===== config.mk =====
export PLATFORM = sky130hd
export DESIGN_NAME = civil_time_to_day_tick_word_flat
export DESIGN_NICKNAME = d
export VERILOG_FILES = /design/src/hw/rtl/ctdt_pkg.sv /design/src/hw/rtl/ctdt_if.sv /design/src/hw/rtl/ctdt_ctrl.sv /design/src/hw/rtl/ctdt_dp.sv /design/src/hw/rtl/civil_time_to_day_tick_word.sv /design/src/flat_wrapper.sv
export SDC_FILE = /design/constraint.sdc
export NUM_CORES = 1
export LEC_CHECK = 0
export BUFFER_PORTS_ARGS = -buffer_cell sky130_fd_sc_hd__clkbuf_2
export CAP_MARGIN = 0
export CELL_PAD_IN_SITES_DETAIL_PLACEMENT = 2
export CELL_PAD_IN_SITES_GLOBAL_PLACEMENT = 2
export CORE_MARGIN = 8
export CORE_UTILIZATION = 46
export DETAILED_ROUTE_END_ITERATION = 10
export PLACE_DENSITY_LB_ADDON = 0.12
export SLEW_MARGIN = 20
export SYNTH_ARGS = -nofsm -noshare
export SYNTH_HDL_FRONTEND = slang
export SYNTH_SLANG_ARGS = --single-unit

===== constraint.sdc =====
create_clock -name clock -period 9.8 [get_ports clock]
set_clock_uncertainty 0.05 [all_clocks]
set_input_delay 0.98 -clock clock [delete_from_list [all_inputs] [get_ports clock]]
set_output_delay 0.98 -clock clock [all_outputs]
set_load 0.1 [all_outputs]

===== src/hw/rtl/ctdt_pkg.sv =====
// ----------------------------------------------------------------------------
// ctdt_pkg
// Shared types and constants for the civil time to day/tick word converter.
// ----------------------------------------------------------------------------
`default_nettype none

package ctdt_pkg;

   // epoch of the year walk and its residue modulo 25
   localparam logic [11:0] YearBase      = 12'd1970;
   localparam logic [4:0]  YearBaseMod25 = 5'd20;
   localparam logic [4:0]  Div25         = 5'd25;
   localparam logic [4:0]  Div25Last     = 5'd24;

   // floor(v / 25) = (v * Recip25) >> Recip25Shift, exact for v < 43690
   localparam logic [12:0] Recip25      = 13'd5243;
   localparam int unsigned Recip25Shift = 17;

   // floor(v / 1000) = (v * Recip1000) >> Recip1000Shift, exact for v < 493000
   localparam logic [18:0] Recip1000      = 19'd268436;
   localparam int unsigned Recip1000Shift = 28;

   localparam logic [8:0]  DaysPerYear  = 9'd365;
   localparam logic [5:0]  MinPerHour   = 6'd60;
   localparam logic [5:0]  SecPerMin    = 6'd60;
   localparam logic [8:0]  TicksPerSec  = 9'd300;
   localparam logic [7:0]  MsBias       = 8'd150;
   localparam logic [3:0]  MonthsInYear = 4'd12;
   localparam logic [3:0]  MonthFeb     = 4'd2;

   // 1900 offset minus one, folding in the day-of-month base of one
   localparam logic [31:0] DayOffset = 32'd25566;

   localparam int unsigned DaysW  = 20;
   localparam int unsigned TicksW = 26;
   localparam int unsigned StampW = 64;

   typedef struct packed {
      logic load;
      logic prep_a;
      logic prep_b;
      logic prep_c;
      logic year_step;
      logic month_step;
      logic finish;
   } cmd_type;

   typedef struct packed {
      logic year_done;
      logic month_done;
   } sts_type;

   function automatic logic [4:0] month_len(input logic [3:0] idx);
      logic [4:0] len;
      unique case (idx)
         4'd0:    len = 5'd31;
         4'd1:    len = 5'd28;
         4'd2:    len = 5'd31;
         4'd3:    len = 5'd30;
         4'd4:    len = 5'd31;
         4'd5:    len = 5'd30;
         4'd6:    len = 5'd31;
         4'd7:    len = 5'd31;
         4'd8:    len = 5'd30;
         4'd9:    len = 5'd31;
         4'd10:   len = 5'd30;
         4'd11:   len = 5'd31;
         default: len = 5'd0;
      endcase
      return len;
   endfunction

endpackage

`default_nettype wire


===== src/hw/rtl/ctdt_if.sv =====
// ----------------------------------------------------------------------------
// ctdt_if
// Valid/ready channels for civil time requests and packed stamp responses.
// ----------------------------------------------------------------------------
`default_nettype none

interface ctdt_req_if;
   logic        valid;
   logic        ready;
   logic [11:0] year;
   logic [3:0]  month;
   logic [4:0]  day_of_month;
   logic [4:0]  hour;
   logic [5:0]  minute;
   logic [5:0]  second;
   logic [9:0]  millisecond;

   modport source (
      output valid, year, month, day_of_month, hour, minute, second, millisecond,
      input  ready
   );
   modport sink (
      input  valid, year, month, day_of_month, hour, minute, second, millisecond,
      output ready
   );
endinterface

interface ctdt_rsp_if;
   logic        valid;
   logic        ready;
   logic [63:0] packed_stamp;

   modport source (output valid, packed_stamp, input ready);
   modport sink   (input valid, packed_stamp, output ready);
endinterface

`default_nettype wire


===== src/hw/rtl/ctdt_ctrl.sv =====
// ----------------------------------------------------------------------------
// ctdt_ctrl
// Sequencer: load, three prep steps, year walk, month walk, finish, hand off.
// ----------------------------------------------------------------------------
`default_nettype none

module ctdt_ctrl (
   input  wire logic              clock,
   input  wire logic              reset,
   input  wire logic              in_valid,
   output logic                   in_ready,
   input  wire ctdt_pkg::sts_type sts,
   input  wire logic              out_free,
   output ctdt_pkg::cmd_type      cmd,
   output logic                   out_load
);

   localparam logic [2:0] ST_IDLE   = 3'd0;
   localparam logic [2:0] ST_PREP_A = 3'd1;
   localparam logic [2:0] ST_PREP_B = 3'd2;
   localparam logic [2:0] ST_PREP_C = 3'd3;
   localparam logic [2:0] ST_YEARS  = 3'd4;
   localparam logic [2:0] ST_MONTHS = 3'd5;
   localparam logic [2:0] ST_FINISH = 3'd6;
   localparam logic [2:0] ST_HOLD   = 3'd7;

   logic [2:0] state_ff;
   logic [2:0] state_in;

   always_comb begin
      state_in = state_ff;
      cmd      = '0;
      out_load = 1'b0;
      in_ready = 1'b0;
      unique case (state_ff)
         ST_IDLE: begin
            in_ready = 1'b1;
            if (in_valid) begin
               cmd.load = 1'b1;
               state_in = ST_PREP_A;
            end
         end
         ST_PREP_A: begin
            cmd.prep_a = 1'b1;
            state_in   = ST_PREP_B;
         end
         ST_PREP_B: begin
            cmd.prep_b = 1'b1;
            state_in   = ST_PREP_C;
         end
         ST_PREP_C: begin
            cmd.prep_c = 1'b1;
            state_in   = ST_YEARS;
         end
         ST_YEARS: begin
            if (sts.year_done) begin
               state_in = ST_MONTHS;
            end else begin
               cmd.year_step = 1'b1;
            end
         end
         ST_MONTHS: begin
            if (sts.month_done) begin
               state_in = ST_FINISH;
            end else begin
               cmd.month_step = 1'b1;
            end
         end
         ST_FINISH: begin
            cmd.finish = 1'b1;
            state_in   = ST_HOLD;
         end
         ST_HOLD: begin
            if (out_free) begin
               out_load = 1'b1;
               state_in = ST_IDLE;
            end
         end
         default: state_in = ST_IDLE;
      endcase
   end

   always_ff @(posedge clock) begin
      if (reset) begin
         state_ff <= ST_IDLE;
      end else begin
         state_ff <= state_in;
      end
   end

endmodule

`default_nettype wire


===== src/hw/rtl/ctdt_dp.sv =====
// ----------------------------------------------------------------------------
// ctdt_dp
// Datapath: day counter walk, leap tests, tick arithmetic, stamp register.
// ----------------------------------------------------------------------------
`default_nettype none

module ctdt_dp (
   input  wire logic              clock,
   input  wire ctdt_pkg::cmd_type cmd,
   input  wire logic [11:0]       year,
   input  wire logic [3:0]        month,
   input  wire logic [4:0]        day_of_month,
   input  wire logic [4:0]        hour,
   input  wire logic [5:0]        minute,
   input  wire logic [5:0]        second,
   input  wire logic [9:0]        millisecond,
   output ctdt_pkg::sts_type      sts,
   output logic [63:0]            stamp
);

   logic [11:0] year_ff;
   logic [3:0]  month_ff;
   logic [4:0]  mday_ff;
   logic [4:0]  hour_ff;
   logic [5:0]  minute_ff;
   logic [5:0]  second_ff;
   logic [9:0]  msec_ff;

   logic [11:0]                  y_ff;
   logic [4:0]                   y25_ff;
   logic [3:0]                   m_ff;
   logic [ctdt_pkg::DaysW-1:0]   days_ff;
   logic [7:0]                   q25_ff;
   logic                         leap_year_ff;
   logic [16:0]                  tm_ff;
   logic [18:0]                  msx_ff;
   logic [37:0]                  msp_ff;
   logic [ctdt_pkg::TicksW-1:0]  ticks_ff;
   logic [63:0]                  stamp_ff;

   logic [24:0] q25_prod;
   logic [11:0] rem25;
   logic        leap_y;
   logic [4:0]  m_next;
   logic [31:0] day_word;
   logic        leap_add;

   assign q25_prod = 25'(year_ff) * 25'(ctdt_pkg::Recip25);
   assign rem25    = year_ff - 12'(q25_ff) * 12'(ctdt_pkg::Div25);
   assign leap_y   = (y_ff[1:0] == 2'd0) && ((y25_ff != 5'd0) || (y_ff[3:0] == 4'd0));
   assign m_next   = {1'b0, m_ff} + 5'd1;
   assign leap_add = (month_ff > ctdt_pkg::MonthFeb) && leap_year_ff;
   assign day_word = 32'(days_ff) + 32'(mday_ff) + ctdt_pkg::DayOffset + 32'(leap_add);

   assign sts.year_done  = (y_ff >= year_ff);
   assign sts.month_done = (m_next >= {1'b0, month_ff}) || (m_ff == ctdt_pkg::MonthsInYear);
   assign stamp          = stamp_ff;

   always_ff @(posedge clock) begin
      if (cmd.load) begin
         year_ff   <= year;
         month_ff  <= month;
         mday_ff   <= day_of_month;
         hour_ff   <= hour;
         minute_ff <= minute;
         second_ff <= second;
         msec_ff   <= millisecond;
         y_ff      <= ctdt_pkg::YearBase;
         y25_ff    <= ctdt_pkg::YearBaseMod25;
         m_ff      <= 4'd0;
         days_ff   <= '0;
      end
      if (cmd.prep_a) begin
         q25_ff <= q25_prod[ctdt_pkg::Recip25Shift +: 8];
         tm_ff  <= 17'(11'(hour_ff) * 11'(ctdt_pkg::MinPerHour) + 11'(minute_ff));
         msx_ff <= (msec_ff == 10'd0) ? 19'd0 :
                   19'(19'(msec_ff) * 19'(ctdt_pkg::TicksPerSec) - 19'(ctdt_pkg::MsBias));
      end
      if (cmd.prep_b) begin
         leap_year_ff <= (year_ff[1:0] == 2'd0) &&
                         ((rem25 != 12'd0) || (year_ff[3:0] == 4'd0));
         tm_ff        <= tm_ff * 17'(ctdt_pkg::SecPerMin) + 17'(second_ff);
         msp_ff       <= 38'(msx_ff) * 38'(ctdt_pkg::Recip1000);
      end
      if (cmd.prep_c) begin
         ticks_ff <= ctdt_pkg::TicksW'(tm_ff) * ctdt_pkg::TicksW'(ctdt_pkg::TicksPerSec) +
                     ctdt_pkg::TicksW'(msp_ff[ctdt_pkg::Recip1000Shift +: 10]);
      end
      if (cmd.year_step) begin
         days_ff <= days_ff + ctdt_pkg::DaysW'(ctdt_pkg::DaysPerYear) + ctdt_pkg::DaysW'(leap_y);
         y_ff    <= y_ff + 12'd1;
         y25_ff  <= (y25_ff == ctdt_pkg::Div25Last) ? 5'd0 : y25_ff + 5'd1;
      end
      if (cmd.month_step) begin
         days_ff <= days_ff + ctdt_pkg::DaysW'(ctdt_pkg::month_len(m_ff));
         m_ff    <= m_next[3:0];
      end
      if (cmd.finish) begin
         stamp_ff <= {day_word, 6'd0, ticks_ff};
      end
   end

endmodule

`default_nettype wire


===== src/hw/rtl/civil_time_to_day_tick_word.sv =====
// ----------------------------------------------------------------------------
// civil_time_to_day_tick_word
// Civil date and time to packed word: days since 1900 above, 1/300 s ticks below.
// ----------------------------------------------------------------------------
// The year walk adds one year per cycle through the day counter, from 1970 up to
//   the requested year; the month walk then adds the months before the requested
//   one, at most 12. A new request is taken only after the previous stamp has
//   been handed to the response register, which may wait on the consumer.
// Reset: synchronous, active high; clears sequencer and response valid only.
// ----------------------------------------------------------------------------
`default_nettype none

module civil_time_to_day_tick_word (
   input  wire logic   clock,
   input  wire logic   reset,
   ctdt_req_if.sink    req_ch,
   ctdt_rsp_if.source  rsp_ch
);

   ctdt_pkg::cmd_type cmd;
   ctdt_pkg::sts_type sts;
   logic              out_load;
   logic              out_free;
   logic [63:0]       dp_stamp;

   // response holding register: parts the request side from a stalled consumer
   logic        rsp_valid_ff;
   logic        rsp_valid_in;
   logic [63:0] rsp_stamp_ff;

   // slot is free when empty or when the waiting beat leaves this cycle
   assign out_free = !rsp_valid_ff || rsp_ch.ready;

   // sequencer: walks years, then months, then hands the stamp off
   ctdt_ctrl u_ctrl (
      .clock    (clock),
      .reset    (reset),
      .in_valid (req_ch.valid),
      .in_ready (req_ch.ready),
      .sts      (sts),
      .out_free (out_free),
      .cmd      (cmd),
      .out_load (out_load)
   );

   // arithmetic: day count, leap tests, tick sum
   ctdt_dp u_dp (
      .clock        (clock),
      .cmd          (cmd),
      .year         (req_ch.year),
      .month        (req_ch.month),
      .day_of_month (req_ch.day_of_month),
      .hour         (req_ch.hour),
      .minute       (req_ch.minute),
      .second       (req_ch.second),
      .millisecond  (req_ch.millisecond),
      .sts          (sts),
      .stamp        (dp_stamp)
   );

   // hold the beat until taken; refill on the same cycle it drains
   always_comb begin
      rsp_valid_in = rsp_valid_ff;
      if (out_load) begin
         rsp_valid_in = 1'b1;
      end else if (rsp_ch.ready) begin
         rsp_valid_in = 1'b0;
      end
   end

   always_ff @(posedge clock) begin
      if (reset) begin
         rsp_valid_ff <= 1'b0;
      end else begin
         rsp_valid_ff <= rsp_valid_in;
      end
   end

   always_ff @(posedge clock) begin
      if (out_load) begin
         rsp_stamp_ff <= dp_stamp;
      end
   end

   assign rsp_ch.valid        = rsp_valid_ff;
   assign rsp_ch.packed_stamp = rsp_stamp_ff;

   // at most one datapath operation per cycle
   a_cmd_onehot: assert property (@(posedge clock) disable iff (reset)
      $onehot0({cmd.load, cmd.prep_a, cmd.prep_b, cmd.prep_c,
                cmd.year_step, cmd.month_step, cmd.finish}))
      else $error("datapath commands overlap");

   // never overwrite a response beat that is still waiting
   a_no_overwrite: assert property (@(posedge clock) disable iff (reset)
      out_load |-> out_free)
      else $error("response register overwritten");

   // a fresh request cannot produce a response in the next cycle
   a_min_latency: assert property (@(posedge clock) disable iff (reset)
      (req_ch.valid && req_ch.ready) |=> !out_load)
      else $error("response loaded too early");

   // requests are only taken while no year, month or finish step is running
   a_idle_accept: assert property (@(posedge clock) disable iff (reset)
      req_ch.ready |-> !(cmd.year_step || cmd.month_step || cmd.finish))
      else $error("request taken while busy");

endmodule

`default_nettype wire

===== src/flat_wrapper.sv =====
// flat-port wrapper written by rule: the top's interface ports become plain ports
module civil_time_to_day_tick_word_flat 
  (clock, reset, req_ch_valid, req_ch_year, req_ch_month, req_ch_day_of_month, req_ch_hour, req_ch_minute, req_ch_second, req_ch_millisecond, req_ch_ready, rsp_ch_valid, rsp_ch_packed_stamp, rsp_ch_ready);
  ctdt_req_if req_ch_i ();
  ctdt_rsp_if rsp_ch_i ();
  input  wire logic clock;
  input  wire logic reset;
  input wire logic [$bits(req_ch_i.valid)-1:0] req_ch_valid;
  input wire logic [$bits(req_ch_i.year)-1:0] req_ch_year;
  input wire logic [$bits(req_ch_i.month)-1:0] req_ch_month;
  input wire logic [$bits(req_ch_i.day_of_month)-1:0] req_ch_day_of_month;
  input wire logic [$bits(req_ch_i.hour)-1:0] req_ch_hour;
  input wire logic [$bits(req_ch_i.minute)-1:0] req_ch_minute;
  input wire logic [$bits(req_ch_i.second)-1:0] req_ch_second;
  input wire logic [$bits(req_ch_i.millisecond)-1:0] req_ch_millisecond;
  output wire logic [$bits(req_ch_i.ready)-1:0] req_ch_ready;
  output wire logic [$bits(rsp_ch_i.valid)-1:0] rsp_ch_valid;
  output wire logic [$bits(rsp_ch_i.packed_stamp)-1:0] rsp_ch_packed_stamp;
  input wire logic [$bits(rsp_ch_i.ready)-1:0] rsp_ch_ready;
  assign req_ch_i.valid = req_ch_valid;
  assign req_ch_i.year = req_ch_year;
  assign req_ch_i.month = req_ch_month;
  assign req_ch_i.day_of_month = req_ch_day_of_month;
  assign req_ch_i.hour = req_ch_hour;
  assign req_ch_i.minute = req_ch_minute;
  assign req_ch_i.second = req_ch_second;
  assign req_ch_i.millisecond = req_ch_millisecond;
  assign req_ch_ready = req_ch_i.ready;
  assign rsp_ch_valid = rsp_ch_i.valid;
  assign rsp_ch_packed_stamp = rsp_ch_i.packed_stamp;
  assign rsp_ch_i.ready = rsp_ch_ready;
  civil_time_to_day_tick_word u_core (.clock(clock), .reset(reset), .req_ch(req_ch_i), .rsp_ch(rsp_ch_i));
endmodule

==> impl_metrics.env, run 1 <==
export IMPL_fp_dieW_um=250
export IMPL_synth_seq_area_share_pct=31.9
export IMPL_clkTransAtPathRegs_ns=0.07
export IMPL_clk_lat_worst_skew_ns=0.57
export IMPL_timing_critical_path_arrival_ns=6.29
export IMPL_synth_area_leader_cell="sky130_fd_sc_hd__edfxtp_1"
export IMPL_port_buffers=100
export IMPL_grt_antenna_before_repair=0
export IMPL_grt_max_degree=49
export IMPL_drt_pass1_iter_count=6
export IMPL_post_synth_top_area_fraction_pct=31.4
export IMPL_fp_dieArea_mm2=0.0625
export IMPL_synth_async_reset_ratio_pct=0
export IMPL_setup_violations=0
export IMPL_slew_headroom_pct=32.6
export IMPL_estimated_wirelength_of_the_detail_placed_design_um=57200
export IMPL_syn_mean_instance_area_um2=10.7
export IMPL_worstHoldPathType="flip-flop to flip-flop"
export IMPL_yosys_warning_count=0
export IMPL_clockBufferDepth=3
export IMPL_worst_path_maximum_fanout=6
export IMPL_post_cts_setup_driven_buffer_insertion_count=0
export IMPL_met1_demand_to_capacity_share_in_global_routing_pct=27.9
export IMPL_initial_utilization_pct=46.7
export IMPL_top_usage_layer="met2"
export IMPL_setup_worst_path_end_class="flip-flop"
export IMPL_synth_seq_cells=270
export IMPL_status="complete, no violations"
export IMPL_count_of_unique_library_cells_instantiated_by_yosys=98
export IMPL_die_height_um=250
export IMPL_commonest_cells_after_routing_fill_and_taps_aside="483 x sky130_fd_sc_hd__inv_1, 457 x sky130_fd_sc_hd__ha_1, 263 x sky130_fd_sc_hd__edfxtp_1"
export IMPL_max_frequency_mhz=165
export IMPL_layout_commonest_cell="sky130_fd_sc_hd__inv_1"
export IMPL_post_route_period_util_pct=61.8
export IMPL_fin_setup_tns_ns=0
export IMPL_cts_tree="yes"
export IMPL_wirelength_um=72200
export IMPL_gpl_final_weighted_congestion=0.850
export IMPL_final_fill_count=5470
export IMPL_synth_enable_flop_cells=263
export IMPL_first_pass_grt_wire_length_um=115000
export IMPL_detailedRoute_firstIterationViolations=752
export IMPL_io_pins=118
export IMPL_timing_critical_path_slowest_stage_cell="sky130_fd_sc_hd__fa_1"
export IMPL_ys_flop_type="sky130_fd_sc_hd__edfxtp_1"
export IMPL_rsz_0062_raised_after_global_routing="no"
export IMPL_grt_pass1_vias=20779
export IMPL_synth_top_cells_by_area="sky130_fd_sc_hd__edfxtp_1 31%, sky130_fd_sc_hd__ha_1 23%, sky130_fd_sc_hd__fa_1 14%"
export IMPL_area_growth_synth_to_final_pct=9.77
export IMPL_vias_per_cell=5.50
export IMPL_coreArea_mm2=0.0539
export IMPL_period_needed_ns=6.06
export IMPL_layout_drive_gt1_share_pct=8.34
export IMPL_synth_cells=2346
export IMPL_required_ns=10.03
export IMPL_grt_util_met2_pct=43.8
export IMPL_crit_path_launch_type="flip-flop"
export IMPL_htree_levels=2
export IMPL_wl_per_cell_um=22.6
export IMPL_timing_worst_setup_path_type="flip-flop to flip-flop"
export IMPL_drv_slew=0
export IMPL_cap_viol_max_count=0
export IMPL_timing_critical_path_cells="ha_1 > ha_1 > inv_1 > fa_1 > inv_1 > fa_1 > fa_1 > inv_1 > fa_1 > inv_1 > ha_1 > nand4_1 > nor3_1 > and3_1 > a222oi_1 > a21oi_1 > o21ai_0 > a21boi_0 > o21ai_0 > xnor2_1"
export IMPL_placement_rows=85
export IMPL_ant_nets=0
export IMPL_critPathTopFamily="adder cells"
export IMPL_cts_root_buffer_cell="sky130_fd_sc_hd__clkbuf_16"
export IMPL_post_cts_hold_buffer_count=0
export IMPL_mappedNetlistArea_mm2=0.0252
export IMPL_critical_path_n_buffers_inverters=4
export IMPL_use_met3_pct=2.89
export IMPL_groute_usage_overall_pct=23.2
export IMPL_final_hold_violation_count=0
export IMPL_cts_made_buffers=36
export IMPL_cts_repair_resize_count=0
export IMPL_max_stage_delay_ns=0.56
export IMPL_remaining_routing_drc_violations=0
export IMPL_tightestPinTransition_ns=1.01
export IMPL_grt_overflow_total=0
export IMPL_cts_sink_count=270
export IMPL_routed_vias=17547
export IMPL_finalNetCount=3152
[sequential cells by signal, indices dropped and copies added (netlist names), 8 cells and up, named ones only]
name                        count
u_core.rsp_ch.packed_stamp     47
u_core.u_dp.y_ff               12
u_core.u_dp.msx_ff             18
u_core.u_dp.tm_ff              17
u_core.u_dp.year_ff            12
u_core.u_dp.q25_ff              8
u_core.u_dp.stamp              47
u_core.u_dp.ticks_ff           26
u_core.u_dp.msec_ff            10
u_core.u_dp.msp_ff             10
u_core.u_dp.days_ff            20
[cells in the mapped netlist, drive strengths merged (40+ instances only)]
| master | number |
|---|---|
| edfxtp | 263 |
| fa | 176 |
| inv | 484 |
| xnor2 | 86 |
| o21ai | 69 |
| ha | 457 |
| a21oi | 99 |
| nand3 | 41 |
| nand2 | 94 |
| a21o | 40 |
| nor2 | 104 |
| xor2 | 59 |
[layer usage]
layer  share of wire [%]  vias up
met3                 2.5       96
li1                    -     8200
met5                   0        -
met4                 2.0        0
met1                  43     9024
met2                  53      227
[final timing paths]
| check | end | depth (start not counted) | slack, ns | startpoint |
|---|---|---|---|---|
| worst max-delay path | u_core.u_dp.msp_ff[36]$_DFFE_PP_ | 20 | 3.74 | u_core.u_dp.msx_ff[9]$_SDFFCE_PN0P_ |
| worst max register to register | u_core.u_dp.msp_ff[36]$_DFFE_PP_ | 20 | 3.74 | u_core.u_dp.msx_ff[9]$_SDFFCE_PN0P_ |
| worst min-delay path | u_core.rsp_ch.packed_stamp[4]$_DFFE_PP_ | 0 | 0.35 | u_core.u_dp.stamp[4]$_DFFE_PP_ |
| worst min register to register | u_core.rsp_ch.packed_stamp[4]$_DFFE_PP_ | 0 | 0.35 | u_core.u_dp.stamp[4]$_DFFE_PP_ |
[logic make-up (layout without fill, tap and decap cells)]
logic type,after synthesis,count (layout),share of synthesized area [%]
compound gates,359,359,9.59
xor+xnor,145,145,5.05
fa+ha+maj,633,633,36.7
buf+inv,524,655,8.11
flops,270,270,31.9
mux,8,8,0.318
other cells,1,18,0.0149
simple gates,406,406,8.27
[area by class of cell]
type / instances / area [um^2] / area share, %
Timing Repair Buffer: 107 / 553 / 2.00
Inverter: 484 / 1820 / 6.58
Clock inverter: 23 / 256 / 0.928
Sequential cell: 270 / 8040 / 29.1
Tap cell: 696 / 871 / 3.15
Clock buffer: 41 / 920 / 3.33
Multi-Input combinational cell: 1568 / 15200 / 54.9
Antenna cell: 1 / 2.50 / 0.00906
[through the flow]
stage	area, um^2	hold WS, ns	std cells	setup WS, ns	util [%]
floorplan	25200	0.350	2362	4.46	-
global placement	26400	0.351	3125	4.03	49.0
detailed placement	26400	0.356	3125	3.87	49.0
CTS	27600	0.348	3189	3.74	51.2
global route	27600	0.361	3189	3.39	51.2
finish	27600	0.349	3190	3.74	51.2
Power of run 1 is not shown: default switching activity piles up to over one toggle a cycle in this logic, so the estimate is an artifact.
==> run 2, diff against run 1 <==
--- a/config.mk
+++ b/config.mk
@@ -10,7 +10,7 @@
 export CELL_PAD_IN_SITES_DETAIL_PLACEMENT = 2
 export CELL_PAD_IN_SITES_GLOBAL_PLACEMENT = 2
 export CORE_MARGIN = 8
-export CORE_UTILIZATION = 46
+export CORE_UTILIZATION = 39
 export DETAILED_ROUTE_END_ITERATION = 10
 export PLACE_DENSITY_LB_ADDON = 0.12
 export SLEW_MARGIN = 20
==> constraint.sdc (replaced) <==
create_clock -name clock -period 5.4 [get_ports clock]
set_clock_uncertainty 0.05 [all_clocks]
set_input_delay 0.54 -clock clock [delete_from_list [all_inputs] [get_ports clock]]
set_output_delay 0.54 -clock clock [all_outputs]
set_load 0.1 [all_outputs]
==> run 2 against run 1 <==
  * The flow now finishes with violations (negative setup slack)
  * Die area is 17% higher
  * Non-clock buffer count is 88 higher
  * Critical path type unchanged
  * Clock-buffer cell count is 8 higher
==> impl_metrics.env, run 2 (synthesis gave the netlist of run 1 again) <==
export IMPL_period_needed_ns=5.43
export IMPL_routed_top_layer="met4"
export IMPL_setup_ws_final_ns=-0.0322
export IMPL_required_ns=5.64
export IMPL_initial_utilization_pct=39.3
export IMPL_final_cell_count_no_fill=3439
export IMPL_crit_path_launch_type="flip-flop"
export IMPL_wl_met3_um=1570
export IMPL_end_point_of_the_critical_path="u_core.u_dp.q25_ff[7]$_DFFE_PP_"
export IMPL_dp_slack_ns=-0.270
export IMPL_layout_drive_gt1_share_pct=13.7
export IMPL_timing_worst_setup_path_type="flip-flop to flip-flop"
export IMPL_routed_vias=17553
export IMPL_met2_length_um=35800
export IMPL_slew_headroom_pct=43.3
export IMPL_commonest_cells_after_routing_fill_and_taps_aside="469 x sky130_fd_sc_hd__inv_1, 436 x sky130_fd_sc_hd__ha_1, 263 x sky130_fd_sc_hd__edfxtp_1"
export IMPL_detailedRoute_firstIterationViolations=546
export IMPL_setup_worst_path_end_class="flip-flop"
export IMPL_cts_made_buffers=37
export IMPL_worstHoldPathType="input pin to flip-flop"
export IMPL_numPlacedInstances=3334
export IMPL_grt_pass1_vias=20501
export IMPL_estimated_wirelength_of_the_detail_placed_design_um=54200
export IMPL_grt_antenna_before_repair=1
export IMPL_final_fill_count=6683
export IMPL_post_route_cell_area_mm2=0.0288
export IMPL_hold_path_startpoint="req_ch_minute[1]"
export IMPL_vias_per_cell=5.10
export IMPL_post_route_period_util_pct=101
export IMPL_post_cts_hold_buffer_count=0
export IMPL_grt_overflow_total=0
export IMPL_layout_commonest_cell="sky130_fd_sc_hd__inv_1"
export IMPL_clockBufferDepth=3
export IMPL_r2r_end="u_core.u_dp.q25_ff[7]$_DFFE_PP_"
export IMPL_setup_violations=1
export IMPL_port_buffers=100
export IMPL_cts_sink_count=270
export IMPL_cts_root_buffer_cell="sky130_fd_sc_hd__clkbuf_16"
export IMPL_clkTransAtPathRegs_ns=0.05
export IMPL_timing_critical_path_arrival_ns=5.67
export IMPL_violations="negative setup slack"
export IMPL_clk_lat_worst_skew_ns=0.56
export IMPL_cap_viol_max_count=0
export IMPL_fin_setup_tns_ns=-0.0322
export IMPL_reg2reg_slack_ns=-0.03
export IMPL_detailed_place_area_mm2=0.0270
export IMPL_detailed_routing_wirelength_on_met1_um=29000
export IMPL_placement_rows=93
export IMPL_drv_slew=0
export IMPL_finalNetCount=3241
export IMPL_status="complete, but fails checks"
export IMPL_first_pass_grt_wire_length_um=110000
export IMPL_wl_per_cell_um=19.6
export IMPL_groute_usage_overall_pct=18.6
export IMPL_drt_pass1_iter_count=4
export IMPL_remaining_routing_drc_violations=0
export IMPL_ant_nets=0
export IMPL_reg2reg_from="u_core.u_dp.year_ff[3]$_DFFE_PP_"
export IMPL_max_stage_delay_ns=0.62
export IMPL_htree_levels=2
export IMPL_die_height_um=270
export IMPL_timing_critical_path_slowest_stage_cell="sky130_fd_sc_hd__fa_1"
export IMPL_gpl_final_weighted_congestion=0.807
export IMPL_io_pins=118
export IMPL_max_frequency_mhz=184
export IMPL_r2r_worst_path_cells=18
export IMPL_final_hold_violation_count=0
export IMPL_cp_startpoint="u_core.u_dp.year_ff[3]$_DFFE_PP_"
export IMPL_fp_dieW_um=270
export IMPL_grt_max_degree=50
export IMPL_rsz_0062_raised_after_global_routing="yes"
export IMPL_cts_tree="yes"
export IMPL_worst_path_maximum_fanout=2
export IMPL_area_growth_synth_to_final_pct=14.6
export IMPL_antenna_cells_inserted=0
export IMPL_tightestPinTransition_ns=0.850
export IMPL_wirelength_um=67400
export IMPL_fp_dieArea_mm2=0.0729
export IMPL_coreArea_mm2=0.0641
export IMPL_timing_critical_path_cells="fa_1 > inv_2 > fa_1 > inv_2 > ha_4 > inv_2 > fa_1 > fa_1 > inv_2 > ha_4 > a2111oi_4 > a221oi_2 > o311ai_2 > a21oi_2 > o31a_1 > o41ai_2 > o21bai_1 > xor2_1"
run 2: worst max-delay path, delay by kind of cell, from the launching register on:
family / cells / cell delay (ns)
xor gates and xnor gates: 1 / 0.15
buffers and inverters: 4 / 0.21
adders and majority gates: 6 / 2.58
DFF: 1 / 0.42
AOI/OAI and AO/OA: 7 / 1.78
run 2: what timing repair did:
action / 4_1_cts / 5_1_grt
buffers inserted: 17 / 21
endpoints found under the setup margin: 8 / 10
resized for setup: 26 / 41
pin swaps: 30 / 38
run 2: layer usage:
layer,global-route usage [%],vias to the layer above
met3,2.27,64
li1,-,8377
met2,35.2,166
met5,0,-
met1,22.1,8946
met4,4.11,0
run 2: layout make-up:
cell class,instances,area [um^2],share of cell area (%)
Clock buffer,49,1040,3.62
Tap cell,855,1070,3.71
Inverter,484,1820,6.30
Sequential cell,270,8040,27.9
Timing Repair Buffer,195,1220,4.24
Clock inverter,18,148,0.512
Multi-Input combinational cell,1568,15500,53.7
run 2: how the worst min path moves through the flow:
stage | end | cells after the start
3_3_place_gp | u_core.u_dp.stamp[12]$_DFFE_PP_ | 0
6_report | u_core.u_dp.minute_ff[1]$_DFFE_PP_ | 1
5_1_grt | u_core.u_dp.minute_ff[2]$_DFFE_PP_ | 1
2_1_floorplan | u_core.rsp_ch.packed_stamp[0]$_DFFE_PP_ | 0
3_5_place_dp | u_core.u_dp.stamp[4]$_DFFE_PP_ | 0
4_1_cts | u_core.u_dp.hour_ff[0]$_DFFE_PP_ | 1
run 2: through the flow:
stage | utilization, % | hold slack (ns)
finish | 45.0 | 0.112
global route | 45.0 | 0.0813
floorplan | - | 0.350
global placement | 42.1 | 0.353
CTS | 44.4 | 0.0689
detailed placement | 42.1 | 0.356
Power of run 2 is left out for the same reason.
